--- src/hdl/srps_pkg.sv ---
// Package with shared types and constants of the stepper ramp profile sequencer.
`default_nettype none

package srps_pkg;

	// Field and register widths.
	localparam int unsigned PERIOD_W  = 16;
	localparam int unsigned STEPS_W   = 16;
	localparam int unsigned PROD_W    = 2 * PERIOD_W;
	localparam int unsigned CFG_IDX_W = 2;
	localparam int unsigned DIV_CNT_W = $clog2(PROD_W);

	// Configuration register indexes.
	localparam logic [CFG_IDX_W-1:0] CFG_START_HALF_PERIOD  = 2'd0;
	localparam logic [CFG_IDX_W-1:0] CFG_TARGET_HALF_PERIOD = 2'd1;
	localparam logic [CFG_IDX_W-1:0] CFG_RAMP_STEPS         = 2'd2;

	// Configuration reset values.
	localparam logic [PERIOD_W-1:0] RST_START_HALF_PERIOD  = 16'd3000;
	localparam logic [PERIOD_W-1:0] RST_TARGET_HALF_PERIOD = 16'd400;
	localparam logic [STEPS_W-1:0]  RST_RAMP_STEPS         = 16'd600;

	// Run phase codes as reported on the output.
	typedef enum logic [2:0] {
		PH_IDLE   = 3'd0,
		PH_ACCEL  = 3'd1,
		PH_CRUISE = 3'd2,
		PH_HOLD   = 3'd3,
		PH_DECEL  = 3'd4
	} phase_t;

	// Commands from the controller to the datapath.
	typedef struct packed {
		logic                load_mul;
		logic                div_step;
		logic [STEPS_W-1:0]  ramp_index;
	} dp_cmd_t;

	// Status from the datapath to the controller.
	typedef struct packed {
		logic                last;
		logic [PERIOD_W-1:0] fast_period;
		logic [PERIOD_W-1:0] accel_period;
		logic [PERIOD_W-1:0] decel_period;
	} dp_sts_t;

endpackage

`default_nettype wire

--- src/hdl/srps_if.sv ---
// Handshake channel interfaces for slot items, result items and configuration writes.
`default_nettype none

interface srps_in_if;
	logic valid;
	logic ready;
	logic start_cmd;
	logic stop_pressed;
	modport source (output valid, output start_cmd, output stop_pressed, input ready);
	modport sink (input valid, input start_cmd, input stop_pressed, output ready);
endinterface

interface srps_out_if;
	logic                          valid;
	logic                          ready;
	logic                          pulse_valid;
	logic [srps_pkg::PERIOD_W-1:0] half_period_us;
	logic [2:0]                    run_phase;
	logic                          run_done;
	modport source (output valid, output pulse_valid, output half_period_us,
		output run_phase, output run_done, input ready);
	modport sink (input valid, input pulse_valid, input half_period_us,
		input run_phase, input run_done, output ready);
endinterface

interface srps_cfg_if;
	logic                           valid;
	logic                           ready;
	logic [srps_pkg::CFG_IDX_W-1:0] index;
	logic [srps_pkg::PERIOD_W-1:0]  data;
	modport source (output valid, output index, output data, input ready);
	modport sink (input valid, input index, input data, output ready);
endinterface

`default_nettype wire

--- src/hdl/srps_datapath.sv ---
// Datapath: configuration registers, ramp product and a bit-serial restoring divider.
`default_nettype none

module srps_datapath (
	input  wire logic                          clk,
	input  wire logic                          arst_n,
	input  wire logic                          cfg_we,
	input  wire logic [srps_pkg::CFG_IDX_W-1:0] cfg_index,
	input  wire logic [srps_pkg::PERIOD_W-1:0]  cfg_data,
	input  wire srps_pkg::dp_cmd_t             cmd,
	output srps_pkg::dp_sts_t                  sts
);

	logic [srps_pkg::PERIOD_W-1:0] start_hp_q;
	logic [srps_pkg::PERIOD_W-1:0] target_hp_q;
	logic [srps_pkg::STEPS_W-1:0]  ramp_steps_q;

	logic [srps_pkg::PERIOD_W-1:0] slow;
	logic [srps_pkg::PERIOD_W-1:0] fast;
	logic [srps_pkg::PERIOD_W-1:0] delta;
	logic [srps_pkg::STEPS_W-1:0]  n_len;
	logic [srps_pkg::STEPS_W:0]    idx_p1;
	logic                          last;
	logic [srps_pkg::STEPS_W-1:0]  k_mul;
	logic [srps_pkg::PROD_W-1:0]   product;

	logic [srps_pkg::PROD_W-1:0]   quo_q;
	logic [srps_pkg::STEPS_W-1:0]  rem_q;
	logic [srps_pkg::STEPS_W:0]    trial;
	logic                          trial_ge;

	// Configuration registers; every write beat is taken at once.
	always_ff @(posedge clk or negedge arst_n) begin
		if (!arst_n) begin
			start_hp_q   <= srps_pkg::RST_START_HALF_PERIOD;
			target_hp_q  <= srps_pkg::RST_TARGET_HALF_PERIOD;
			ramp_steps_q <= srps_pkg::RST_RAMP_STEPS;
		end else if (cfg_we) begin
			case (cfg_index)
				srps_pkg::CFG_START_HALF_PERIOD:  start_hp_q   <= cfg_data;
				srps_pkg::CFG_TARGET_HALF_PERIOD: target_hp_q  <= cfg_data;
				srps_pkg::CFG_RAMP_STEPS:         ramp_steps_q <= cfg_data;
				default: ;
			endcase
		end
	end

	// Order the two periods and clamp the step count and the ramp position.
	always_comb begin
		if (start_hp_q >= target_hp_q) begin
			slow = start_hp_q;
			fast = target_hp_q;
		end else begin
			slow = target_hp_q;
			fast = start_hp_q;
		end
		delta  = slow - fast;
		n_len  = (ramp_steps_q == '0) ? srps_pkg::STEPS_W'(1) : ramp_steps_q;
		idx_p1 = {1'b0, cmd.ramp_index} + (srps_pkg::STEPS_W+1)'(1);
		last   = (idx_p1 >= {1'b0, n_len});
		k_mul  = last ? n_len : idx_p1[srps_pkg::STEPS_W-1:0];
		product = srps_pkg::PROD_W'(delta) * srps_pkg::PROD_W'(k_mul);
	end

	// Restoring division, one quotient bit per cycle shifted into the dividend.
	assign trial    = {rem_q, quo_q[srps_pkg::PROD_W-1]};
	assign trial_ge = (trial >= {1'b0, n_len});

	always_ff @(posedge clk) begin
		if (cmd.load_mul) begin
			quo_q <= product;
			rem_q <= '0;
		end else if (cmd.div_step) begin
			if (trial_ge) begin
				rem_q <= srps_pkg::STEPS_W'(trial - {1'b0, n_len});
			end else begin
				rem_q <= trial[srps_pkg::STEPS_W-1:0];
			end
			quo_q <= {quo_q[srps_pkg::PROD_W-2:0], trial_ge};
		end
	end

	// The quotient never exceeds delta, so its low half is the whole value.
	assign sts.last         = last;
	assign sts.fast_period  = fast;
	assign sts.accel_period = slow - quo_q[srps_pkg::PERIOD_W-1:0];
	assign sts.decel_period = fast + quo_q[srps_pkg::PERIOD_W-1:0];

endmodule

`default_nettype wire

--- src/hdl/srps_ctrl.sv ---
// Controller: slot handshake, run phase state, ramp index, sequencing and result register.
`default_nettype none

module srps_ctrl (
	input  wire logic                           clk,
	input  wire logic                           arst_n,
	input  wire logic                           in_valid,
	output logic                                in_ready,
	input  wire logic                           start_cmd,
	input  wire logic                           stop_pressed,
	output logic                                out_valid,
	input  wire logic                           out_ready,
	output logic                                pulse_valid,
	output logic [srps_pkg::PERIOD_W-1:0]       half_period_us,
	output logic [2:0]                          run_phase,
	output logic                                run_done,
	output srps_pkg::dp_cmd_t                   cmd,
	input  wire srps_pkg::dp_sts_t              sts
);

	typedef enum logic [3:0] {
		ST_IDLE = 4'b0001,
		ST_MUL  = 4'b0010,
		ST_DIV  = 4'b0100,
		ST_LOAD = 4'b1000
	} state_t;

	state_t                          state_q;
	srps_pkg::phase_t                phase_q;
	logic [srps_pkg::STEPS_W-1:0]    ramp_index_q;
	logic [srps_pkg::DIV_CNT_W-1:0]  div_cnt_q;
	logic                            stop_q;
	logic                            ramp_q;
	logic                            decel_q;

	logic                            out_valid_q;
	logic                            out_pulse_q;
	logic [srps_pkg::PERIOD_W-1:0]   out_period_q;
	srps_pkg::phase_t                out_phase_q;
	logic                            out_done_q;

	logic                            accept;
	logic                            load;
	logic                            acc_ramp;
	logic                            acc_decel;
	logic                            acc_zero_idx;
	logic                            ld_pulse;
	logic [srps_pkg::PERIOD_W-1:0]   ld_period;
	srps_pkg::phase_t                ld_phase;
	logic                            ld_done;
	srps_pkg::phase_t                nxt_phase;
	logic [srps_pkg::STEPS_W-1:0]    nxt_index;

	assign in_ready = (state_q == ST_IDLE);
	assign accept   = in_valid && in_ready;
	assign load     = (state_q == ST_LOAD) && (!out_valid_q || out_ready);

	// Classify an incoming slot: ramp slots need the product and the divide.
	always_comb begin
		acc_ramp     = 1'b0;
		acc_decel    = 1'b0;
		acc_zero_idx = 1'b0;
		case (phase_q)
			srps_pkg::PH_ACCEL: acc_ramp = 1'b1;
			srps_pkg::PH_CRUISE: acc_zero_idx = 1'b1;
			srps_pkg::PH_HOLD: begin
				acc_zero_idx = 1'b1;
				if (!stop_pressed) begin
					acc_ramp  = 1'b1;
					acc_decel = 1'b1;
				end
			end
			srps_pkg::PH_DECEL: begin
				acc_ramp  = 1'b1;
				acc_decel = 1'b1;
			end
			default: begin
				acc_zero_idx = 1'b1;
				acc_ramp     = start_cmd;
			end
		endcase
	end

	// Result and next phase of the slot being finished.
	always_comb begin
		ld_pulse  = 1'b1;
		ld_period = sts.fast_period;
		ld_phase  = phase_q;
		ld_done   = 1'b0;
		nxt_phase = phase_q;
		nxt_index = '0;
		if (ramp_q && !decel_q) begin
			ld_period = sts.accel_period;
			ld_phase  = srps_pkg::PH_ACCEL;
			if (stop_q) begin
				nxt_phase = srps_pkg::PH_HOLD;
			end else if (sts.last) begin
				nxt_phase = srps_pkg::PH_CRUISE;
			end else begin
				nxt_phase = srps_pkg::PH_ACCEL;
				nxt_index = ramp_index_q + srps_pkg::STEPS_W'(1);
			end
		end else if (ramp_q) begin
			ld_period = sts.decel_period;
			ld_phase  = srps_pkg::PH_DECEL;
			ld_done   = sts.last;
			if (sts.last) begin
				nxt_phase = srps_pkg::PH_IDLE;
			end else begin
				nxt_phase = srps_pkg::PH_DECEL;
				nxt_index = ramp_index_q + srps_pkg::STEPS_W'(1);
			end
		end else begin
			case (phase_q)
				srps_pkg::PH_CRUISE: begin
					ld_phase  = stop_q ? srps_pkg::PH_HOLD : srps_pkg::PH_CRUISE;
					nxt_phase = ld_phase;
				end
				srps_pkg::PH_HOLD: begin
					ld_phase  = srps_pkg::PH_HOLD;
					nxt_phase = srps_pkg::PH_HOLD;
				end
				default: begin
					ld_pulse  = 1'b0;
					ld_period = '0;
					ld_phase  = srps_pkg::PH_IDLE;
					nxt_phase = srps_pkg::PH_IDLE;
				end
			endcase
		end
	end

	// Sequencer and run state.
	always_ff @(posedge clk or negedge arst_n) begin
		if (!arst_n) begin
			state_q      <= ST_IDLE;
			phase_q      <= srps_pkg::PH_IDLE;
			ramp_index_q <= '0;
			div_cnt_q    <= '0;
			stop_q       <= 1'b0;
			ramp_q       <= 1'b0;
			decel_q      <= 1'b0;
		end else begin
			case (state_q)
				ST_IDLE: begin
					if (accept) begin
						stop_q  <= stop_pressed;
						ramp_q  <= acc_ramp;
						decel_q <= acc_decel;
						if (acc_zero_idx) begin
							ramp_index_q <= '0;
						end
						state_q <= acc_ramp ? ST_MUL : ST_LOAD;
					end
				end
				ST_MUL: begin
					div_cnt_q <= '0;
					state_q   <= ST_DIV;
				end
				ST_DIV: begin
					div_cnt_q <= div_cnt_q + srps_pkg::DIV_CNT_W'(1);
					if (div_cnt_q == '1) begin
						state_q <= ST_LOAD;
					end
				end
				ST_LOAD: begin
					if (load) begin
						phase_q      <= nxt_phase;
						ramp_index_q <= nxt_index;
						state_q      <= ST_IDLE;
					end
				end
				default: state_q <= ST_IDLE;
			endcase
		end
	end

	// Result register: holds one finished beat while the next slot is taken.
	always_ff @(posedge clk or negedge arst_n) begin
		if (!arst_n) begin
			out_valid_q <= 1'b0;
		end else if (load) begin
			out_valid_q <= 1'b1;
		end else if (out_ready) begin
			out_valid_q <= 1'b0;
		end
	end

	always_ff @(posedge clk) begin
		if (load) begin
			out_pulse_q  <= ld_pulse;
			out_period_q <= ld_period;
			out_phase_q  <= ld_phase;
			out_done_q   <= ld_done;
		end
	end

	assign out_valid      = out_valid_q;
	assign pulse_valid    = out_pulse_q;
	assign half_period_us = out_period_q;
	assign run_phase      = out_phase_q;
	assign run_done       = out_done_q;

	assign cmd.load_mul   = (state_q == ST_MUL);
	assign cmd.div_step   = (state_q == ST_DIV);
	assign cmd.ramp_index = ramp_index_q;

	// A done beat is always a decel pulse.
	a_done_is_decel: assert property (@(posedge clk) disable iff (!arst_n)
		(out_valid_q && out_done_q) |-> (out_pulse_q && out_phase_q == srps_pkg::PH_DECEL))
		else $error("run_done outside a decel pulse");

	// A beat without a pulse is an idle beat with a zero period.
	a_no_pulse_idle: assert property (@(posedge clk) disable iff (!arst_n)
		(out_valid_q && !out_pulse_q) |->
		(out_period_q == '0 && out_phase_q == srps_pkg::PH_IDLE))
		else $error("non-pulse beat carries a period or a run phase");

	// The divide hands over to the load state after its last count.
	a_div_len: assert property (@(posedge clk) disable iff (!arst_n)
		(state_q == ST_DIV && div_cnt_q == '1) |=> (state_q == ST_LOAD))
		else $error("divider did not hand over to the load state");

	// Between slots, a nonzero ramp index only exists inside a ramp.
	a_index_in_ramp: assert property (@(posedge clk) disable iff (!arst_n)
		(state_q == ST_IDLE && ramp_index_q != '0) |->
		(phase_q == srps_pkg::PH_ACCEL || phase_q == srps_pkg::PH_DECEL))
		else $error("ramp index left set outside a ramp");

endmodule

`default_nettype wire

--- src/hdl/stepper_ramp_profile_sequencer.sv ---
// Top level of the stepper ramp profile sequencer: controller, datapath and channel wiring.
// Sequence: a ramp slot (accel or decel) passes from its input beat to its result beat through
//   the product state, the bit-serial divider and the load state into the result register.
// Other slots (idle, cruise, stop hold) go from the accept straight to the load state.
// A new slot is taken only after the previous one has been loaded into the result register.
// Reset (arst_n low) returns the run to idle with ramp index zero and loads the default
//   configuration of 3000 us, 400 us and 600 steps; no result beat is pending after reset.
`default_nettype none

module stepper_ramp_profile_sequencer (
	input  wire logic clk,
	input  wire logic arst_n,
	srps_cfg_if.sink  cfg,
	srps_in_if.sink   step_in,
	srps_out_if.source step_out
);

	srps_pkg::dp_cmd_t dp_cmd;
	srps_pkg::dp_sts_t dp_sts;

	// Configuration beats are always taken.
	assign cfg.ready = 1'b1;

	srps_ctrl u_ctrl (
		.clk            (clk),
		.arst_n         (arst_n),
		.in_valid       (step_in.valid),
		.in_ready       (step_in.ready),
		.start_cmd      (step_in.start_cmd),
		.stop_pressed   (step_in.stop_pressed),
		.out_valid      (step_out.valid),
		.out_ready      (step_out.ready),
		.pulse_valid    (step_out.pulse_valid),
		.half_period_us (step_out.half_period_us),
		.run_phase      (step_out.run_phase),
		.run_done       (step_out.run_done),
		.cmd            (dp_cmd),
		.sts            (dp_sts)
	);

	srps_datapath u_datapath (
		.clk       (clk),
		.arst_n    (arst_n),
		.cfg_we    (cfg.valid),
		.cfg_index (cfg.index),
		.cfg_data  (cfg.data),
		.cmd       (dp_cmd),
		.sts       (dp_sts)
	);

endmodule

`default_nettype wire

--- src/flat_wrapper.sv ---
// flat-port wrapper written by rule: the top's interface ports become plain ports
module stepper_ramp_profile_sequencer_flat 
  (clk, arst_n, cfg_valid, cfg_index, cfg_data, cfg_ready, step_in_valid, step_in_start_cmd, step_in_stop_pressed, step_in_ready, step_out_valid, step_out_pulse_valid, step_out_half_period_us, step_out_run_phase, step_out_run_done, step_out_ready);
  srps_cfg_if cfg_i ();
  srps_in_if step_in_i ();
  srps_out_if step_out_i ();
  input  wire logic clk;
  input  wire logic arst_n;
  input wire logic [$bits(cfg_i.valid)-1:0] cfg_valid;
  input wire logic [$bits(cfg_i.index)-1:0] cfg_index;
  input wire logic [$bits(cfg_i.data)-1:0] cfg_data;
  output wire logic [$bits(cfg_i.ready)-1:0] cfg_ready;
  input wire logic [$bits(step_in_i.valid)-1:0] step_in_valid;
  input wire logic [$bits(step_in_i.start_cmd)-1:0] step_in_start_cmd;
  input wire logic [$bits(step_in_i.stop_pressed)-1:0] step_in_stop_pressed;
  output wire logic [$bits(step_in_i.ready)-1:0] step_in_ready;
  output wire logic [$bits(step_out_i.valid)-1:0] step_out_valid;
  output wire logic [$bits(step_out_i.pulse_valid)-1:0] step_out_pulse_valid;
  output wire logic [$bits(step_out_i.half_period_us)-1:0] step_out_half_period_us;
  output wire logic [$bits(step_out_i.run_phase)-1:0] step_out_run_phase;
  output wire logic [$bits(step_out_i.run_done)-1:0] step_out_run_done;
  input wire logic [$bits(step_out_i.ready)-1:0] step_out_ready;
  assign cfg_i.valid = cfg_valid;
  assign cfg_i.index = cfg_index;
  assign cfg_i.data = cfg_data;
  assign cfg_ready = cfg_i.ready;
  assign step_in_i.valid = step_in_valid;
  assign step_in_i.start_cmd = step_in_start_cmd;
  assign step_in_i.stop_pressed = step_in_stop_pressed;
  assign step_in_ready = step_in_i.ready;
  assign step_out_valid = step_out_i.valid;
  assign step_out_pulse_valid = step_out_i.pulse_valid;
  assign step_out_half_period_us = step_out_i.half_period_us;
  assign step_out_run_phase = step_out_i.run_phase;
  assign step_out_run_done = step_out_i.run_done;
  assign step_out_i.ready = step_out_ready;
  stepper_ramp_profile_sequencer u_core (.clk(clk), .arst_n(arst_n), .cfg(cfg_i), .step_in(step_in_i), .step_out(step_out_i));
endmodule
--- config.mk ---
export PLATFORM = sky130hd
export DESIGN_NAME = stepper_ramp_profile_sequencer_flat
export DESIGN_NICKNAME = d
export VERILOG_FILES = /design/src/hdl/srps_pkg.sv /design/src/hdl/srps_if.sv /design/src/hdl/srps_datapath.sv /design/src/hdl/srps_ctrl.sv /design/src/hdl/stepper_ramp_profile_sequencer.sv /design/src/flat_wrapper.sv
export SDC_FILE = /design/constraint.sdc
export NUM_CORES = 1
export LEC_CHECK = 0
export BUFFER_PORTS_ARGS = -buffer_cell sky130_fd_sc_hd__buf_2
export CORE_UTILIZATION = 30
export CTS_CLUSTER_SIZE = 8
export DETAILED_ROUTE_END_ITERATION = 6
export PLACE_DENSITY = 0.48
export SLEW_MARGIN = 20
export SYNTH_ARGS = -nofsm -noshare
export SYNTH_HDL_FRONTEND = slang
export SYNTH_SLANG_ARGS = --single-unit
--- constraint.sdc ---
create_clock -name clk -period 9.65 [get_ports clk]
set_input_delay 1.93 -clock clk [delete_from_list [all_inputs] [get_ports clk]]
set_output_delay 1.93 -clock clk [all_outputs]
set_load 0.02 [all_outputs]
# After elaboration in Yosys (flattened, before gate mapping)
# Index checks and enable logic that the tools add are counted.
[word_totals] inputBits=25 ff_bits=149 latch_bits=0 rom_bits=0 n_memories=0 ramBits=0
[op_classes] n_lt_le_gt_ge=3 n_mux=38 mul=1 n_bitwise=1 n_div=0 reduce_logical=22 shift=0 add_sub_neg=7 eq_ne=15
[ops] op="$mux 16" count=15
[ops] op="$mux 32" count=2
[ops] op="$sub 16x16->16" count=3
[ops] op="$ge 17x16->1" count=2
[ops] op="$mul 16x16->32" count=1
[ops] op="$pmux 16 s2" count=1
[ops] op="$add 16x1->17 const B" count=1
[ops] op="$add 16x1->16 const B" count=1
[ops] op="$add 16x16->16" count=1
[ops] op="$ge 16x16->1" count=1
[ops] op="$logic_not 16->1" count=1
[ops] op="$mux 4" count=4
[ops] op="$pmux 4 s4" count=1
[ops] op="$mux 3" count=4
[ops] op="$pmux 5 s2" count=1
[ops] op="$reduce_and 2->1" count=5
[ops] op="$reduce_or 2->1" count=4
[ops] op="$eq 3x2->1 const B" count=2
[ops] op="$ne 2x2->1 const B" count=3
[ops] op="$reduce_bool 2->1" count=3
[ops] op="$add 5x1->5 const B" count=1
[ops] op="$eq 5x5->1 const B" count=1
[ops] op="$mux 1" count=5
[ops] op="$eq 4x1->1 const B" count=1
[ops] op="19 further kinds" count=23

# Logic depth before layout (Yosys ltp)
# Gate-level depths: netlist of run 1.
[depth] ltp_word=8 depth_mapped=40

# Hierarchy
# From an unflattened synthesis of run 1, not the netlist that was laid out.
[hier_totals] hier_cells=2127 hier_area_um2=19163.4
[modules_own_cells] mod="srps_datapath" instances=1 cells_per_inst=1883 area_each_um2=16503.3
[modules_own_cells] mod="srps_ctrl" instances=1 cells_per_inst=242 area_each_um2=2648.8
[modules_own_cells] mod="stepper_ramp_profile_sequencer" instances=1 cells_per_inst=2 area_each_um2=11.3

# Worst setup path before layout of run 1
# Ideal clock, no wire load.
[synth_path] path_type="flip-flop to flip-flop" start="register u_core.u_ctrl.ramp_index_q[0] in the netlist's numbering" end="register u_core.u_datapath.quo_q[30] in the netlist's numbering (data pin)" arrival_ps=9099 period_less_slack_ps=9362 path_buffers=3 slack_ps=288 stages_incl_launch_ff=39 setup_time_ps=263 path_cell_list="dfrtp_1 -> ha_1 -> nand2_1 -> nor2_1 -> and3_1 -> clkbuf_1 -> nand3_1 -> xnor2_1 -> ha_1 -> and3_1 -> nand3_1 -> or2_2 -> or3_1 -> o211ai_1 -> clkbuf_1 -> o21ai_0 -> nand2_1 -> clkbuf_1 -> [... 3 more ...] -> fa_1 -> fa_1 -> fa_1 -> inv_1 -> fa_1 -> inv_1 -> fa_1 -> inv_1 -> ha_1 -> a21o_1 -> a21oi_1 -> o21ai_0 -> a211oi_1 -> o211ai_1 -> and3_1 -> nor4_1 -> nor3_1 -> nand3b_1"
[synth_between] elab_chain_cells=5
[synth_lines] element="from (decl)" line_no="srps_ctrl.sv:30" source="logic [srps_pkg::STEPS_W-1:0] ramp_index_q;"
[synth_lines] element="from (signal assigned)" line_no="srps_ctrl.sv:169" source="ramp_index_q <= nxt_index;"
[synth_lines] element="$add 16x1->17 *" line_no="srps_datapath.sv:59" source="idx_p1 = {1'b0, cmd.ramp_index} + (srps_pkg::STEPS_W+1)'(1);"
[synth_lines] element="$ge 17x16->1" line_no="srps_datapath.sv:60" source="last = (idx_p1 >= {1'b0, n_len});"
[synth_lines] element="$mux 16 *" line_no="srps_datapath.sv:61" source="k_mul = last ? n_len : idx_p1[srps_pkg::STEPS_W-1:0];"
[synth_lines] element="$mul 16x16->32 *" line_no="srps_datapath.sv:62" source="product = srps_pkg::PROD_W'(delta) * srps_pkg::PROD_W'(k_mul);"
[synth_lines] element="$mux 32 *" line_no="srps_datapath.sv:70" source="if (cmd.load_mul) begin"
[synth_lines] element="to (signal assigned)" line_no="srps_datapath.sv:71" source="quo_q <= product;"
[synth_lines] element="to (signal assigned)" line_no="srps_datapath.sv:79" source="quo_q <= {quo_q[srps_pkg::PROD_W-2:0], trial_ge};"
[synth_lines] element="to (decl)" line_no="srps_datapath.sv:27" source="logic [srps_pkg::PROD_W-1:0] quo_q;"
# Mark *: on every way between the ends. The rest lies on a longest branch, timed or not.
# A chain may end at the register's enable or synchronous reset.

# Worst setup path in the final report of run 1
[layout_path] start="register u_core.u_datapath.start_hp_q[0] in the netlist's numbering" end="register u_core.u_datapath.quo_q[25] in the netlist's numbering (data pin)"
[layout_between] elab_chain_cells=5
[layout_lines] element="from (decl)" line_no="srps_datapath.sv:14" source="logic [srps_pkg::PERIOD_W-1:0] start_hp_q;"
[layout_lines] element="from (signal assigned)" line_no="srps_datapath.sv:35" source="start_hp_q <= srps_pkg::RST_START_HALF_PERIOD;"
[layout_lines] element="from (signal assigned)" line_no="srps_datapath.sv:40" source="srps_pkg::CFG_START_HALF_PERIOD: start_hp_q <= cfg_data;"
[layout_lines] element="$ge 16x16->1" line_no="srps_datapath.sv:50" source="if (start_hp_q >= target_hp_q) begin"
[layout_lines] element="$mux 16" line_no="srps_datapath.sv:50"
[layout_lines] element="$sub 16x16->16 *" line_no="srps_datapath.sv:57" source="delta = slow - fast;"
[layout_lines] element="$mul 16x16->32 *" line_no="srps_datapath.sv:62"
[layout_lines] element="$mux 32 *" line_no="srps_datapath.sv:70"
# Marks and branches as above.

==> results of run 1 <==
==> placed cells by master (no fill, tap or decap), types with 16 or more instances in the layout <==
cell type / instances
fa_1: 197
nand4_1: 21
and2_1: 31
edfxtp_1: 53
xor2_1: 29
buf_2: 46
mux2_2: 50
ha_1: 184
a31oi_1: 19
inv_1: 303
o311ai_0: 27
or3_1: 16
buf_4: 183
dfxtp_1: 16
a21o_1: 41
nand2_1: 215
nor2_1: 117
nand3_1: 96
clkbuf_16: 17
a21oi_1: 89
o21ai_0: 112
dfrtp_1: 64
and3_1: 31
nor3_1: 64
xnor2_1: 44
mux2i_1: 26
==> flip-flops by register name, indices dropped and copies added, names as in the netlist <==
register and count:
u_core.u_datapath.start_hp_q 16, u_core.u_ctrl.pulse_valid 1, u_core.u_ctrl.out_valid 1, u_core.u_ctrl.state_q 4, u_core.u_ctrl.half_period_us 16, u_core.u_datapath.rem_q 16
u_core.u_ctrl.ramp_index_q 16, u_core.u_ctrl.phase_q 3, u_core.u_datapath.ramp_steps_q 16, u_core.u_ctrl.ramp_q 1, u_core.u_ctrl.decel_q 1, u_core.u_ctrl.run_phase 3
u_core.u_ctrl.run_done 1, u_core.u_ctrl.stop_q 1, u_core.u_datapath.target_hp_q 16, u_core.u_datapath.quo_q 32, u_core.u_ctrl.div_cnt_q 5
==> kinds of logic after synthesis <==
kind of cell,count (synthesis),synth area share
compound gates,470,0.161
mux,76,0.0413
flops,149,0.197
buf+inv,393,0.0770
fa+ha+maj,383,0.315
simple gates,700,0.170
other cells,1,0.000188
xor+xnor,84,0.0377
==> power breakdown <==
group	switching (mW)	internal [mW]
Sequential	0.119	0.830
Combinational	2.34	1.33
Clock	0.359	0.367
Total	2.82	2.53
==> metal layers <==
metal / up-vias / share of wire
li1: 8168 / -
met1: 8637 / 0.45
met3: 89 / 0.050
met4: 0 / 0.030
met5: - / 0
met2: 400 / 0.47
==> timing repair <==
action | 4_1_cts | 5_1_grt
cloned | 0 | 2
setup buffers | 0 | 18
resized for setup | 10 | 72
pin swaps | 1 | 14
setup endpoints to repair | 4 | 13
endpoints found under the hold margin | 0 | 0
==> stage by stage <==
stage          cells  TNS, ns  total power [mW]  cell area (sq um)
3_5_place_dp    3245   -0.376              4.48              22200
5_1_grt         3297   -0.189              5.77              23300
6_report        3298        0              5.35              23300
4_1_cts         3277        0              5.25              22800
2_1_floorplan   2256        0              3.20              19900
3_3_place_gp    3244        0              4.45              22100
==> how the worst min path moves through the flow <==
stage,slack [ns],end,cells past startpoint,startpoint
2_1_floorplan,0.44,u_core.u_datapath.rem_q[15]$_SDFFE_PP0P_,1,u_core.u_datapath.rem_q[15]$_SDFFE_PP0P_
3_3_place_gp,0.45,u_core.u_datapath.rem_q[15]$_SDFFE_PP0P_,1,u_core.u_datapath.rem_q[15]$_SDFFE_PP0P_
3_5_place_dp,0.46,u_core.u_datapath.rem_q[15]$_SDFFE_PP0P_,1,u_core.u_datapath.rem_q[15]$_SDFFE_PP0P_
4_1_cts,0.48,u_core.u_datapath.rem_q[15]$_SDFFE_PP0P_,1,u_core.u_datapath.rem_q[15]$_SDFFE_PP0P_
5_1_grt,0.52,u_core.u_ctrl.div_cnt_q[4]$_DFFE_PN0P_,1,u_core.u_ctrl.div_cnt_q[4]$_DFFE_PN0P_
6_report,0.48,u_core.u_datapath.rem_q[15]$_SDFFE_PP0P_,1,u_core.u_datapath.rem_q[15]$_SDFFE_PP0P_
==> area by class of cell <==
type,count,area [sq um],share of cell area
clock buffers,17,425,0.0182
multi-input cells,1715,14900,0.639
well taps,864,1080,0.0464
diodes,1,2.50,0.000107
clock inverters,15,165,0.00708
repair buffers,233,1670,0.0718
flip-flops and latches,149,3930,0.169
inverters,304,1140,0.0489
==> worst max-delay path, delay by kind of cell, from the launching register on <==
family | cells | cell delay, ns
compound gates | 14 | 2.85
flops | 1 | 0.40
xor+xnor | 2 | 0.54
fa+ha+maj | 9 | 3.99
buf+inv | 6 | 0.45
simple gates | 3 | 0.76
==> impl_metrics.tcl, run 1 <==
set metrics [dict create \
    postRouteAntennaNets 0 \
    clock_skew_ns 0.0145 \
    grt_pass1_wl_microns 105000 \
    gr-usage-all-layers 0.207 \
    hold_class "reg2reg" \
    drive_above_1_share 0.177 \
    synth_top_area_cell "fa_1" \
    async_flop_share 0.537 \
    num-fill-cells 6739 \
    num_io_pins 49 \
    synth.top_cell.area_share 0.198 \
    vias_per_cell 5.24 \
    syn_inst 2256 \
    path_class "reg2reg" \
    yosys_warnings 0 \
    start_util 0.303 \
    finalHoldViolations 0 \
    ys_top_cells_by_area "fa_1 20%, ha_1 12%, dfrtp_1 8.2%" \
    endpoint "u_core.u_datapath.quo_q[25]$_DFFE_PP_" \
    max-clock-path-buffers 2 \
    regToRegSetupSlack_ns 0.36 \
    hold-worst-slack_ns 0.483 \
    slew_headroom 0.303 \
    setup_violations 0 \
    maxCapViolations 0 \
    synth_ff_type "dfrtp_1" \
    crit_required_ns 9.88 \
    critPathLaunch "u_core.u_datapath.start_hp_q[0]$_DFFE_PN0P_" \
    grt_pass1_vias 17600 \
    ys_types 95 \
    drc 0 \
    totalWireLength_microns 68100 \
    yosysMostFrequentCell "inv_1" \
    synth_edf_count 53 \
    die_w_microns 260 \
    min_period_ns 9.29 \
    cts_inserted_buffers 17 \
    grt_max_degree 57 \
    port_buffers 47 \
    synth_fp_nets 2664 \
    antenna_found_initial 1 \
    num_rows 94 \
    num_vias 17300 \
    worst_setup_path_end_kind "flop" \
    syn2layout_area_growth_pct 17.1 \
    clk_pin_slew_ns 0.08 \
    crit_fanout 5 \
    core_area_sq_um 65700 \
    timing.rr.end "u_core.u_datapath.quo_q[25]$_DFFE_PP_" \
    slew_viol_final 0 \
    clkSinkCount 149 \
    rr_startpoint "u_core.u_datapath.start_hp_q[0]$_DFFE_PN0P_" \
    layout.nets 2828 \
    ctsHoldBuffers 0 \
    ir_worst_vdd_mv 0.106 \
    dieHeight_microns 260 \
    cpMostUsedCell "fa_1" \
    hpwl_microns 55300 \
    met1_usage 0.273 \
    cts_max_level 4 \
    netlist_top_cells_count "303 x inv_1, 219 x nand2_1, 197 x fa_1, 186 x ha_1, 119 x nor2_1" \
    wl_per_cell_microns 20.6 \
    cts_root_buffer "clkbuf_16" \
    fin_util 0.355 \
    cp.arrival_ns 9.52 \
    fmax_mhz 108 \
    clock_latency_ns 0.50 \
    drt-pass1-iter-count 5 \
    grtUsageMet2 0.342 \
    powerDensity_nw_per_um2 229 \
    synth-seq-cells 149 \
    syn-cell-area_sq_um 19900 \
    drt-initial-drc-count 1204 \
    fin_crit_sh 0.963 \
    grtUsageMet3 0.0327 \
    ff2ff_path_depth 34 \
    cpPeakStageDelay_ns 0.55 \
    top_usage_layer "met2" \
    dieArea_sq_um 67400 \
    setup_slack_ns 0.360 \
    cp-start-kind "flop" \
    outcome "finished clean" \
    crit_slowest_cell "fa_1" \
    leakagePower_nw 11.0 \
    ys_seq_area_frac 0.197 \
    worst_slew_pin_slew_ns 1.04 \
    gp_congestion 0.936 \
    place_ws_ns -0.133 \
    avgSynthCellArea_sq_um 8.83 \
    grt_overflow 0 \
    cts_tree "yes" \
]
Note: power is estimated with default switching activity, not from simulation.
==> run 2: changes to the inputs <==
--- a/config.mk
+++ b/config.mk
@@ -6,10 +6,10 @@
 export NUM_CORES = 1
 export LEC_CHECK = 0
 export BUFFER_PORTS_ARGS = -buffer_cell sky130_fd_sc_hd__buf_2
-export CORE_UTILIZATION = 30
+export CORE_UTILIZATION = 23
 export CTS_CLUSTER_SIZE = 8
 export DETAILED_ROUTE_END_ITERATION = 6
-export PLACE_DENSITY = 0.48
+export PLACE_DENSITY = 0.4
 export SLEW_MARGIN = 20
 export SYNTH_ARGS = -nofsm -noshare
 export SYNTH_HDL_FRONTEND = slang
==> run 2 against run 1 <==
- power is essentially flat
- global-route usage shrank 4.3 points
- fmax shrank 0.13%
- cell count grew 7.3%
- via count grew 0.49%
- critical path type unchanged
- largest cell class unchanged
==> impl_metrics.tcl, run 2 (synthesis gave the netlist of run 1 again) <==
set metrics [dict create \
    outcome "finished clean" \
    min_period_ns 9.30 \
    top_register "u_core.u_datapath.quo_q" \
    max-clock-path-buffers 2 \
    core_area_sq_um 85400 \
    layout_commonest_cell "inv_1" \
    die_w_microns 296 \
    grt_pass1_wl_microns 108000 \
    critPathBufInv 7 \
    total_power_mw 5.35 \
    totalWireLength_microns 69900 \
    pwr-share-clk 0.136 \
    dp_cells 3484 \
    wl_per_cell_microns 19.7 \
    finalHoldViolations 0 \
    gr-usage-all-layers 0.164 \
    ir_worst_vdd_mv 0.142 \
    pwr-share-seq 0.179 \
    crit_fanout 13 \
    final_cell_area_sq_um 23400 \
    setup_slack_ns 0.348 \
    gp_congestion 0.956 \
    syn2layout_area_growth_pct 17.4 \
    slew_headroom 0.296 \
    cts_inserted_buffers 17 \
    grt_overflow 0 \
    powerDensity_nw_per_um2 229 \
    path_class "reg2reg" \
    drc 0 \
    dieHeight_microns 296 \
    maxCapViolations 0 \
    fin_util 0.274 \
    drt-pass1-iter-count 5 \
    crit_slowest_cell "dfstp_2" \
    postRouteAntennaNets 0 \
    hold_class "reg2reg" \
    clock_skew_ns 0.0277 \
    cpPeakStageDelay_ns 0.59 \
    drt-initial-drc-count 1120 \
    hold-worst-slack_ns 0.489 \
    grt_pass1_vias 17600 \
    cts_max_level 4 \
    cts_tree "yes" \
    cp.arrival_ns 9.63 \
    grt_max_degree 71 \
    num_vias 17400 \
    place_area_sq_um 22200 \
    clock_latency_ns 0.50 \
    worst_slew_pin_slew_ns 1.05 \
    clk_pin_slew_ns 0.08 \
    num_rows 107 \
    cts_root_buffer "clkbuf_16" \
    largest_reg_flops 32 \
    fmax_mhz 108 \
    place_ws_ns -0.222 \
    combPwrFrac 0.685 \
    setup_violations 0 \
    crit_required_ns 9.98 \
    swShare 0.528 \
    cp-start-kind "flop" \
    worst_setup_path_end_kind "flop" \
    n_antenna_cell 0 \
    slew_viol_final 0 \
    drive_above_1_share 0.168 \
    mostFrequentLayoutCells "303 x inv_1, 214 x nand2_1, 196 x fa_1" \
    cell_internal_pwr_mw 2.53 \
    critPathTopFamily "adder cells" \
    port_buffers 47 \
    layout.nets 2790 \
    fin_crit_sh 0.964 \
    antenna_found_initial 2 \
    leakagePower_nw 10.8 \
    tns_ns 0 \
    hpwl_microns 57100 \
    num_io_pins 49 \
    vias_per_cell 4.91 \
    power_switching_mw 2.83 \
    start_util 0.233 \
    clkSinkCount 149 \
    cpMostUsedCell "fa_1" \
    dieArea_sq_um 87800 \
    fin_cells 3539 \
]
-- run 2: worst reg2reg max path, delay by kind of cell (launching register included) --
family | cells | cell delay [ns]
adder cells (fa/ha/maj) | 9 | 3.88
buffers and inverters | 7 | 0.70
AO/OA/AOI/OAI | 10 | 2.20
AND/OR/NAND/NOR | 7 | 1.79
flip-flops | 1 | 0.59
-- run 2: area by class of cell --
| class | count | area, sq um |
|---|---|---|
| Inverter | 304 | 1140 |
| Clock buffer | 18 | 429 |
| Fill cell | 9278 | 62000 |
| Multi-Input combinational cell | 1715 | 14900 |
| Timing Repair Buffer | 195 | 1390 |
| Tap cell | 1144 | 1430 |
| Sequential cell | 149 | 3930 |
| Clock inverter | 14 | 164 |
-- run 2: power groups by stage --
stage / logic (mW) / clock network, mW / registers [mW]
global route: 4.01 / 0.774 / 0.979
global placement: 3.47 / 0 / 0.968
finish: 3.66 / 0.728 / 0.959
floorplan: 2.26 / 0 / 0.939
detailed placement: 3.48 / 0 / 0.971
CTS: 3.53 / 0.753 / 0.959
-- run 2: path summary, 6_finish.rpt --
check | startpoint | end | slack (ns) | depth (start not counted)
max | u_core.u_datapath.target_hp_q[7]$_DFFE_PN1P_ | u_core.u_datapath.quo_q[28]$_DFFE_PP_ | 0.35 | 33
min | u_core.u_datapath.rem_q[15]$_SDFFE_PP0P_ | u_core.u_datapath.rem_q[15]$_SDFFE_PP0P_ | 0.49 | 1
max reg2reg | u_core.u_datapath.target_hp_q[7]$_DFFE_PN1P_ | u_core.u_datapath.quo_q[28]$_DFFE_PP_ | 0.35 | 33
min reg2reg | u_core.u_datapath.rem_q[15]$_SDFFE_PP0P_ | u_core.u_datapath.rem_q[15]$_SDFFE_PP0P_ | 0.49 | 1
max in group asynchronous | arst_n | u_core.u_ctrl.div_cnt_q[4]$_DFFE_PN0P_ | 7.17 | 2
min in group asynchronous | arst_n | u_core.u_ctrl.ramp_index_q[14]$_DFFE_PN0P_ | 1.27 | 1
-- run 2: what timing repair did --
action | in CTS | in global routing
buffers inserted | 2 | 20
hold buffers | 0 | 0
pin swaps | 2 | 20
endpoints found under the setup margin | 7 | 15
resized for setup | 13 | 82
gates cloned | 1 | 0
-- run 2: per-layer routing --
metal / global-route usage / vias up / part of all wire / wire length [microns]
li1: - / 8091 / - / -
met1: 0.223 / 8752 / 0.46 / 32400
met2: 0.275 / 469 / 0.47 / 33000
met3: 0.0221 / 66 / 0.046 / 3220
met4: 0.0363 / 0 / 0.019 / 1350
met5: 0 / - / 0 / 0
